===== src/sv/bfgr_pkg.sv =====
// Shared types, constants and helper functions of the bitmap font glyph renderer.
// Depends on nothing; every other file of the block imports it.
package bfgr_pkg;

	// default sizes of the glyph store
	localparam int MAX_GLYPHS_DEF     = 256;
	localparam int ROWS_PER_GLYPH_DEF = 16;

	// drawing bounds and framebuffer geometry
	localparam int MAX_WIDTH       = 8;
	localparam int MAX_HEIGHT      = 16;
	localparam int BYTES_PER_PIXEL = 4;

	// field widths
	localparam int CODE_W   = 16;
	localparam int RIDX_W   = 4;
	localparam int BITS_W   = 8;
	localparam int POS_W    = 12;
	localparam int COLOR_W  = 32;
	localparam int ADDR_OUT_W = 32;
	localparam int MASK_W   = 9;
	localparam int COUNT_W  = 9;
	localparam int HEIGHT_W = 5;
	localparam int WIDTH_W  = 4;
	localparam int PITCH_W  = 16;
	localparam int MODE_W   = 2;
	localparam int ROW_W    = 5;

	// shared multiply-add operand widths
	localparam int MAC_A_W = 20;
	localparam int MAC_B_W = 16;

	// stream beat layout
	localparam int IN_TDATA_W  = 120;
	localparam int OUT_TDATA_W = 120;
	localparam int IN_CODE_LSB = 0;
	localparam int IN_RIDX_LSB = 16;
	localparam int IN_BITS_LSB = 20;
	localparam int IN_PX_LSB   = 28;
	localparam int IN_PY_LSB   = 40;
	localparam int IN_FG_LSB   = 52;
	localparam int IN_BG_LSB   = 84;
	localparam int IN_USED_W   = 116;
	localparam int OUT_USED_W  = 114;

	// configuration port
	localparam int CFG_IDX_W  = 2;
	localparam int CFG_DATA_W = 16;

	// register reset values
	localparam logic [COUNT_W-1:0]  COUNT_RST  = 9'd256;
	localparam logic [HEIGHT_W-1:0] HEIGHT_RST = 5'd16;
	localparam logic [WIDTH_W-1:0]  WIDTH_RST  = 4'd8;
	localparam logic [PITCH_W-1:0]  PITCH_RST  = 16'd4096;

	// register indexes
	typedef enum logic [CFG_IDX_W-1:0] {
		REG_GLYPH_COUNT  = 2'd0,
		REG_GLYPH_HEIGHT = 2'd1,
		REG_GLYPH_WIDTH  = 2'd2,
		REG_LINE_PITCH   = 2'd3
	} reg_idx_t;

	// item kinds carried in tuser
	typedef enum logic [MODE_W-1:0] {
		MODE_LOAD   = 2'd0,
		MODE_OPAQUE = 2'd1,
		MODE_TRANSP = 2'd2,
		MODE_NONE   = 2'd3
	} mode_t;

	// register file contents handed to the sequencer
	typedef struct packed {
		logic [COUNT_W-1:0]  glyph_count;
		logic [HEIGHT_W-1:0] glyph_height;
		logic [WIDTH_W-1:0]  glyph_width;
		logic [PITCH_W-1:0]  line_pitch;
	} cfg_t;

	// foreground mask: bit k is pixel k from the left, msb of the row byte first
	function automatic logic [MASK_W-1:0] pixel_mask(input logic [BITS_W-1:0] bits,
			input logic [WIDTH_W-1:0] w);
		logic [MASK_W-1:0] m;
		m = '0;
		for (int k = 0; k < MAX_WIDTH; k++) begin
			m[k] = bits[MAX_WIDTH-1-k] && (WIDTH_W'(k) < w);
		end
		return m;
	endfunction

	// all w+1 pixels of a row
	function automatic logic [MASK_W-1:0] full_mask(input logic [WIDTH_W-1:0] w);
		logic [MASK_W-1:0] m;
		m = '0;
		for (int k = 0; k < MASK_W; k++) begin
			m[k] = (WIDTH_W'(k) <= w);
		end
		return m;
	endfunction

endpackage


===== src/sv/bfgr_mac_unit.sv =====
// Shared multiply-add unit: addend + a * b, wrapping at 32 bits.
// Depends on bfgr_pkg for the operand widths.
module bfgr_mac_unit (
	input  logic [bfgr_pkg::MAC_A_W-1:0]    a,
	input  logic [bfgr_pkg::MAC_B_W-1:0]    b,
	input  logic [bfgr_pkg::ADDR_OUT_W-1:0] addend,
	output logic [bfgr_pkg::ADDR_OUT_W-1:0] sum
);
	import bfgr_pkg::*;

	logic [MAC_A_W+MAC_B_W-1:0] product;

	// one multiply, one add, result kept modulo 2^32
	assign product = MAC_A_W'(a) * MAC_B_W'(b);
	assign sum     = addend + product[ADDR_OUT_W-1:0];

endmodule


===== config.mk =====
export PLATFORM = sky130hd
export DESIGN_NAME = bfgr_mac_unit
export DESIGN_NICKNAME = d
export VERILOG_FILES = /design/src/sv/bfgr_pkg.sv /design/src/sv/bfgr_mac_unit.sv
export SDC_FILE = /design/constraint.sdc
export NUM_CORES = 1
export LEC_CHECK = 0
export ABC_AREA = 0
export BUFFER_PORTS_ARGS = -buffer_cell sky130_fd_sc_hd__clkbuf_2
export CELL_PAD_IN_SITES_DETAIL_PLACEMENT = 1
export CELL_PAD_IN_SITES_GLOBAL_PLACEMENT = 2
export CORE_UTILIZATION = 39
export DETAILED_ROUTE_END_ITERATION = 8
export MAX_ROUTING_LAYER = met4
export PLACE_DENSITY_LB_ADDON = 0.1
export SLEW_MARGIN = 20
export SYNTH_ARGS = -nofsm -noshare
export SYNTH_HDL_FRONTEND = slang
export SYNTH_SLANG_ARGS = --single-unit

===== constraint.sdc =====
create_clock -name vclk -period 7.72
set_clock_uncertainty 0.05 [all_clocks]
set_input_delay 0.386 -clock vclk [all_inputs]
set_output_delay 0.386 -clock vclk [all_outputs]
set_load 0.05 [all_outputs]

==> results by group <==
Clock tree
  • Post-CTS Hold Buffers: 0
  • # Post-CTS Setup Buffers: 0
  • Post_cts resized: 0

Floorplan
  • CORE AREA: 27800 um2
  • Initial core utilization: 39.6%
  • Chip Width: 170 um
  • Die height: 170 um
  • Cell Rows: 61
  • Die ar.: 28900 um2
  • Num ports: 100

Timing
  • Fmax achieved: 0.139 GHz
  • Least-Margin Pin Slew: 0.756 ns
  • Final setup fails: 0
  • Max_slew headroom: 49.5%
  • RSZ-0062 raised after global routing: no
  • Setup TNS: 0 ns
  • Period utilisation layout: 93.3%
  • Final min period: 7.21 ns
  • Fin worst setup slack: 0.515 ns
  • Hold Vio Cnt, Final: 0
  • Slew Viols, Final: 0

Yosys
  • Synthesized net count: 1740
  • Post-synthesis xor/xnor area fraction: 1.91%
  • Seq/Total Area, Yosys: 0%
  • Mux cell area share after synthesis: 0.102%
  • Post-synth top area share: 50.3%
  • Largest area contributor in the netlist: fa_1
  • Main area contributors after synthesis: fa_1, inv_1, ha_1
  • Synth Area in Compound Gates: 5.55%
  • Yosys warnings: 0
  • Mapped Area: 11000 um2
  • Synth cell types: 51
  • Largest family of logic cells by synthesized area: adder cells
  • Simple-gate share of the synthesized area: 17.2%
  • Synth Instances: 1310
  • Syn_area_per_cell: 8.39 um2
  • Post-Synth Adder-Cell Area: 60.0%

Placement
  • Place WS: 0.474 ns
  • GP Congestion: 0.805
  • Hpwl dp: 26100 um
  • PortBufs: 100

Layout
  • Nets: 1794
  • Final Util: 42.5%
  • Area occupied by registers: 0 um2
  • Antenna Cells: 0
  • Clkbuf count: 0
  • Area grow syn2layout: 7.34%
  • FF+latch count: 0
  • Layout cell share with drive strength beyond 1: 8.30%

Critical path
  • Critical path required time: 7.28 ns
  • Crit start category: input port
  • Worst-path maximum fanout: 20
  • Worst EP arrival: 6.77 ns
  • Endpoint type of the worst setup path: primary output
  • Setup CP Type: input port to primary output

Detailed routing
  • Via count: 8271
  • Antenna viol nets, final: 0
  • DR iter-0 viols: 264
  • Via density: 4.75
  • Mean routed wirelength per cell: 17.5 um
  • Drc violations: 0
  • Detailed Route WL: 30400 um
  • Drt pass-1 iters: 4

GRT
  • Total GRT Usage: 22.8%
  • First-pass GRT wire length: 48900 um
  • Vias in the first global route: 9152
  • Total gr overflow: 0
  • Initial antenna violation count: 0
  • Largest net degree at the start of global routing: 21

Flow run
  • Max-capacitance violation count: 0

Min path
  • Min-delay worst type: input port to primary output

Outcome
  • Outcome: complete, no violations
worst max-delay path, cell delays in order:
cell      delay, ns
clkbuf_2       0.40
nand2_1        0.16
fa_1           0.55
inv_1          0.05
fa_1           0.50
inv_1          0.06
fa_1           0.53
inv_1          0.05
fa_1           0.45
fa_1           0.49
inv_1          0.05
fa_1           0.47
inv_1          0.04
ha_1           0.40
a211oi_1       0.12
and3_1         0.22
a211oi_2       0.67
o21ai_2        0.24
o31a_1         0.33
o311ai_1       0.25
clkbuf_2       0.33
worst paths after layout:
path	from	endpoint	cells after the start	slack, ns
max	b[7]	sum[29]	21	0.51
min	addend[0]	sum[0]	3	1.19
per-stage QoR:
stage | hold WS, ns | instance area [um2] | cells
3_5_place_dp | 1.19 | 11800 | 1740
4_1_cts | 1.19 | 11800 | 1740
3_3_place_gp | 1.19 | 11800 | 1740
6_report | 1.19 | 11800 | 1740
2_1_floorplan | 1.10 | 11000 | 1310
5_1_grt | 1.21 | 11800 | 1740
layout make-up:
| type | instances | area, um2 |
|---|---|---|
| Multi-Input combinational cell | 865 | 9320 |
| Inverter | 393 | 1480 |
| Timing Repair Buffer | 104 | 531 |
| Fill cell | 3414 | 16000 |
| Tap cell | 378 | 473 |
placed cells by master, fill, tap and decap left out, drive strengths merged, types with 7 or more instances in the layout:
cell type and instances:
xnor2 18, fa 276, nand2 198, nand3 7
o21ai 18, a21oi 24, clkbuf 100, ha 86
inv 393, and2 137, a21o 7, a211oi 7
nor2 20
routing by layer:
layer  GRT usage (%)  vias up  wire [um]
met5               -        -          0
li1                -     3853          -
met1            28.3     4287      12900
met3           0.395       22        505
met4            3.37        0        461
met2            42.4      109      16500
kinds of logic after synthesis:
group                    count (synthesis)
buffers and inverters                  445
AND/OR/NAND/NOR                        388
adder cells (fa/ha/maj)                362
AO/OA/AOI/OAI                           90
XOR/XNOR                                24
multiplexers                             1
cells in the mapped netlist, types with 2 or more instances:
cell type and instances:
nor4_1 2, a21oi_1 23, nor4b_1 2, o21a_1 5
clkbuf_1 51, o31ai_1 5, o21ai_2 2, o211ai_1 4
and2_1 136, a21o_1 7, xor2_1 6, inv_1 393
o21bai_1 4, a211oi_1 6, o21ai_1 2, o21ai_0 14
xnor2_1 18, a221oi_2 2, and3_1 3, a31oi_1 3
nand3_1 7, o31a_1 3, nand4_1 3, ha_1 86
fa_1 276, nor2_1 20, a311oi_1 2, nand2_1 198
nor3_1 5
Power is not shown: default switching activity piles up to over one toggle a cycle in this logic, so the estimate is an artifact.
