**src/sv/bfgr_pkg.sv**
```systemverilog
// Shared types, constants and helper functions of the bitmap font glyph renderer.
// Depends on nothing; every other file of the block imports it.
package bfgr_pkg;

	// default sizes of the glyph store
	localparam int MAX_GLYPHS_DEF     = 256;
	localparam int ROWS_PER_GLYPH_DEF = 16;

	// drawing bounds and framebuffer geometry
	localparam int MAX_WIDTH       = 8;
	localparam int MAX_HEIGHT      = 16;
	localparam int BYTES_PER_PIXEL = 4;

	// field widths
	localparam int CODE_W   = 16;
	localparam int RIDX_W   = 4;
	localparam int BITS_W   = 8;
	localparam int POS_W    = 12;
	localparam int COLOR_W  = 32;
	localparam int ADDR_OUT_W = 32;
	localparam int MASK_W   = 9;
	localparam int COUNT_W  = 9;
	localparam int HEIGHT_W = 5;
	localparam int WIDTH_W  = 4;
	localparam int PITCH_W  = 16;
	localparam int MODE_W   = 2;
	localparam int ROW_W    = 5;

	// shared multiply-add operand widths
	localparam int MAC_A_W = 20;
	localparam int MAC_B_W = 16;

	// stream beat layout
	localparam int IN_TDATA_W  = 120;
	localparam int OUT_TDATA_W = 120;
	localparam int IN_CODE_LSB = 0;
	localparam int IN_RIDX_LSB = 16;
	localparam int IN_BITS_LSB = 20;
	localparam int IN_PX_LSB   = 28;
	localparam int IN_PY_LSB   = 40;
	localparam int IN_FG_LSB   = 52;
	localparam int IN_BG_LSB   = 84;
	localparam int IN_USED_W   = 116;
	localparam int OUT_USED_W  = 114;

	// configuration port
	localparam int CFG_IDX_W  = 2;
	localparam int CFG_DATA_W = 16;

	// register reset values
	localparam logic [COUNT_W-1:0]  COUNT_RST  = 9'd256;
	localparam logic [HEIGHT_W-1:0] HEIGHT_RST = 5'd16;
	localparam logic [WIDTH_W-1:0]  WIDTH_RST  = 4'd8;
	localparam logic [PITCH_W-1:0]  PITCH_RST  = 16'd4096;

	// register indexes
	typedef enum logic [CFG_IDX_W-1:0] {
		REG_GLYPH_COUNT  = 2'd0,
		REG_GLYPH_HEIGHT = 2'd1,
		REG_GLYPH_WIDTH  = 2'd2,
		REG_LINE_PITCH   = 2'd3
	} reg_idx_t;

	// item kinds carried in tuser
	typedef enum logic [MODE_W-1:0] {
		MODE_LOAD   = 2'd0,
		MODE_OPAQUE = 2'd1,
		MODE_TRANSP = 2'd2,
		MODE_NONE   = 2'd3
	} mode_t;

	// register file contents handed to the sequencer
	typedef struct packed {
		logic [COUNT_W-1:0]  glyph_count;
		logic [HEIGHT_W-1:0] glyph_height;
		logic [WIDTH_W-1:0]  glyph_width;
		logic [PITCH_W-1:0]  line_pitch;
	} cfg_t;

	// foreground mask: bit k is pixel k from the left, msb of the row byte first
	function automatic logic [MASK_W-1:0] pixel_mask(input logic [BITS_W-1:0] bits,
			input logic [WIDTH_W-1:0] w);
		logic [MASK_W-1:0] m;
		m = '0;
		for (int k = 0; k < MAX_WIDTH; k++) begin
			m[k] = bits[MAX_WIDTH-1-k] && (WIDTH_W'(k) < w);
		end
		return m;
	endfunction

	// all w+1 pixels of a row
	function automatic logic [MASK_W-1:0] full_mask(input logic [WIDTH_W-1:0] w);
		logic [MASK_W-1:0] m;
		m = '0;
		for (int k = 0; k < MASK_W; k++) begin
			m[k] = (WIDTH_W'(k) <= w);
		end
		return m;
	endfunction

endpackage

```
**src/sv/bfgr_cfg_regs.sv**
```systemverilog
// Configuration register file of the glyph renderer.
// Depends on bfgr_pkg for the register indexes, reset values and cfg_t.
module bfgr_cfg_regs (
	input  logic                          clk,
	input  logic                          arst_n,
	input  logic                          cfg_valid,
	output logic                          cfg_ready,
	input  logic [bfgr_pkg::CFG_IDX_W-1:0]  cfg_index,
	input  logic [bfgr_pkg::CFG_DATA_W-1:0] cfg_data,
	output bfgr_pkg::cfg_t                cfg
);
	import bfgr_pkg::*;

	cfg_t cfg_q;

	// writes are always taken
	assign cfg_ready = 1'b1;
	assign cfg       = cfg_q;

	// register writes
	always_ff @(posedge clk or negedge arst_n) begin
		if (!arst_n) begin
			cfg_q.glyph_count  <= COUNT_RST;
			cfg_q.glyph_height <= HEIGHT_RST;
			cfg_q.glyph_width  <= WIDTH_RST;
			cfg_q.line_pitch   <= PITCH_RST;
		end else if (cfg_valid) begin
			unique case (reg_idx_t'(cfg_index))
				REG_GLYPH_COUNT:  cfg_q.glyph_count  <= cfg_data[COUNT_W-1:0];
				REG_GLYPH_HEIGHT: cfg_q.glyph_height <= cfg_data[HEIGHT_W-1:0];
				REG_GLYPH_WIDTH:  cfg_q.glyph_width  <= cfg_data[WIDTH_W-1:0];
				REG_LINE_PITCH:   cfg_q.line_pitch   <= cfg_data[PITCH_W-1:0];
				default:          cfg_q <= cfg_q;
			endcase
		end
	end

endmodule

```
**config.mk**
```make
export PLATFORM = sky130hd
export DESIGN_NAME = bfgr_cfg_regs
export DESIGN_NICKNAME = d
export VERILOG_FILES = /design/src/sv/bfgr_pkg.sv /design/src/sv/bfgr_cfg_regs.sv
export SDC_FILE = /design/constraint.sdc
export NUM_CORES = 1
export LEC_CHECK = 0
export BUFFER_PORTS_ARGS = -buffer_cell sky130_fd_sc_hd__buf_2
export CORE_ASPECT_RATIO = 0.7
export CORE_UTILIZATION = 50
export CTS_CLUSTER_DIAMETER = 30
export DETAILED_ROUTE_END_ITERATION = 6
export MAX_ROUTING_LAYER = met4
export PLACE_DENSITY = 0.87
export RECOVER_POWER = 50
export SYNTH_ARGS = -nofsm -noshare
export SYNTH_HDL_FRONTEND = slang
export SYNTH_SLANG_ARGS = --single-unit
```
**constraint.sdc**
```tcl
create_clock -name clk -period 1.3 [get_ports clk]
set_input_delay 0.26 -clock clk [delete_from_list [all_inputs] [get_ports clk]]
set_output_delay 0.26 -clock clk [all_outputs]
set_load 0.02 [all_outputs]
```
==> metrics.csv <==
stage,metric,value,unit
timing,setup_viol_count_final,0,
floorplan,core-area,0.00251,mm2
detailed_routing,wl_per_cell,14.8,um
clock_tree,cts_tree,built,
worst_setup_path,crit_chain,buf_2,
worst_setup_path,path_buf_inv,1,
place,hpwl,1990,um
timing,fmax,814,MHz
floorplan,start_util,53.7,%
worst_setup_path,arrival,0.97,ns
job,drv_cap,0,
timing,finalSetupTns,0,ns
finish,final_nets,159,
logic_synthesis,syn_area_per_cell,17.8,um2
floorplan,pin_count,56,
finish,areaGrowthSynthToFinish,27.8,%
timing,maxSlewViolCount,0,
clock_tree,ctsHoldBuffers,1,
clock_tree,cts_sinks,34,
global_routing,overflow,0,
detailed_routing,drtIter0Drc,9,
logic_synthesis,synth_cells,76,
power,p_clk_share,26.8,%
clock_tree,cts_resized,0,
timing,timing.final.crit_share,94.5,%
worst_setup_path,path_delay_family,flip-flops,
detailed_routing,drc,0,
timing,rsz0062_at_grt,no,
global_routing,antenna_found_initial,0,
detailed_routing,viasPerCell,4.94,
logic_synthesis,ys_warn_count,0,
global_routing,grt_max_degree,19,
timing,skew,0,ns
timing,holdWs,0.188,ns
clock_tree,clock-root-buffer,clkbuf_8,
global_routing,grt.total_usage,21.2,%
detailed_routing,dr.pass1.iters,2,
finish,num_antenna_cells,0,
floorplan,die_w,64.1,um
worst_setup_path,worstPathRequired,1.04,ns
logic_synthesis,syn-cell-area,0.00135,mm2
timing,hold_viol_final,0,
clock_tree,cts_buffers,5,
run_status,status,finished clean,
power,p_switching,895,uW
place,portBuffers,54,
clock_tree,cts.htree.levels,2,
power,pwr-share-comb,26.2,%
power,cellInternalPower,2.02,mW
floorplan,dieArea,0.00292,mm2
clock_tree,clkSlewWorstSetupHoldPaths,0.06,ns
power,seq_power_share,47.0,%
clock_tree,cts_setup_buffers,0,
worst_setup_path,max_stage_delay,0.53,ns
detailed_routing,ant_nets,0,
worst_setup_path,cp-end-kind,output pin,
finish,layout_common_cells,"52 x buf_2, 30 x dfrtp_1, 24 x mux2_2, 7 x mux2_1, 6 x clkbuf_8",
power,peakVddDrop,0.000926,V
clock_tree,clockBufferDepth,2,
logic_synthesis,synth_fp_nets,97,
power,leakagePower,0.846,nW
finish,drive_gt1_share,69.1,%
worst_setup_path,critical_path_peak_fanout,2,
clock_tree,clkLatencyLatePin,0.28,ns
place,gp_congestion,0.718,
power,powerDensity,1690,mW/mm2
worst_setup_path,cp_slowest_cell,dfstp_2,
global_routing,grt_pass1_vias,855,
worst_setup_path,startpoint_type,flip-flop,
finish,final_common_cell,buf_2,
worst_hold_path,hold_class,input pin to flip-flop,
power,p_sw_share,30.7,%
finish,fin_util,68.7,%
logic_synthesis,yosysSeqAreaShare,63.3,%
floorplan,die_height,45.5,um
floorplan,rows,15,
timing,period_needed,1.23,ns
logic_synthesis,ys_types,10,
worst_setup_path,crit_type,flip-flop to output pin,
detailed_routing,vias,854,
logic_synthesis,ys_ff_latch,34,
global_routing,grt_first_pass_wirelength,4220,um
finish,largest_register_ffs,34,
detailed_routing,wl,2560,um
[final cells by class]
cell class	instances	area (um2)
Tap cell	34	42.5
Clock inverter	1	5.00
Timing Repair Buffer	58	302
Multi-Input combinational cell	39	435
Fill cell	204	788
Clock buffer	7	86.3
Sequential cell	34	856
[synthesized netlist by cell type]
cell / n / share of area [%]
mux2_4: 10 / 11
dfrtp_1: 30 / 56
conb_1: 1 / 0.28
dfstp_2: 4 / 7.8
mux2_2: 24 / 20
nor3b_2: 1 / 0.93
nand3b_1: 2 / 1.1
nand3_4: 1 / 1.3
buf_4: 2 / 1.1
buf_6: 1 / 0.83
[path summary, 6_finish.rpt]
path | start | end | slack, ns | cells past startpoint
hold reg to reg | cfg[7] | cfg[7] | 0.49 | 1
max in group asynchronous | arst_n | cfg[24] | 0.16 | 3
hold / removal | cfg_data[11] | cfg[11] | 0.19 | 2
setup / recovery | cfg[12] | cfg[12] | 0.07 | 1
min in group asynchronous | arst_n | cfg[16] | 0.44 | 2
setup reg to reg | cfg[9] | cfg[9] | 0.49 | 1
[power groups by stage]
stage	Clock (mW)	Sequential [mW]	Combinational, mW
final	0.781	1.37	0.766
after global routing	0.838	1.40	0.819
after CTS	0.795	1.38	0.823
after detailed placement	0	1.39	0.818
after global placement	0	1.38	0.800
after floorplan	0	1.65	0.245
[logic make-up after synthesis]
| kind of cell | after synthesis | synth area share [%] |
|---|---|---|
| buffers and inverters | 3 | 1.94 |
| DFF | 34 | 63.3 |
| muxes | 34 | 31.1 |
| other | 1 | 0.278 |
| and+or+nand+nor | 4 | 3.33 |
[per-layer routing]
layer	global-route usage, %	routed length, um	up-vias
met5	-	0	-
met4	9.33	47	0
met3	6.25	124	6
met2	32.3	1270	26
met1	26.8	1120	436
li1	-	-	386
[metrics by stage]
| stage | power (mW) | cell area (um2) | setup slack [ns] | cells |
|---|---|---|---|---|
| 2_1_floorplan | 1.89 | 1350 | 0.272 | 76 |
| 3_3_place_gp | 2.18 | 1670 | 0.0754 | 164 |
| 3_5_place_dp | 2.21 | 1670 | 0.0166 | 164 |
| 4_1_cts | 2.99 | 1770 | 0.0629 | 173 |
| 5_1_grt | 3.06 | 1730 | 0.0292 | 173 |
| 6_report | 2.92 | 1730 | 0.0721 | 173 |
No activity file was read; power rests on OpenSTA's default activity.
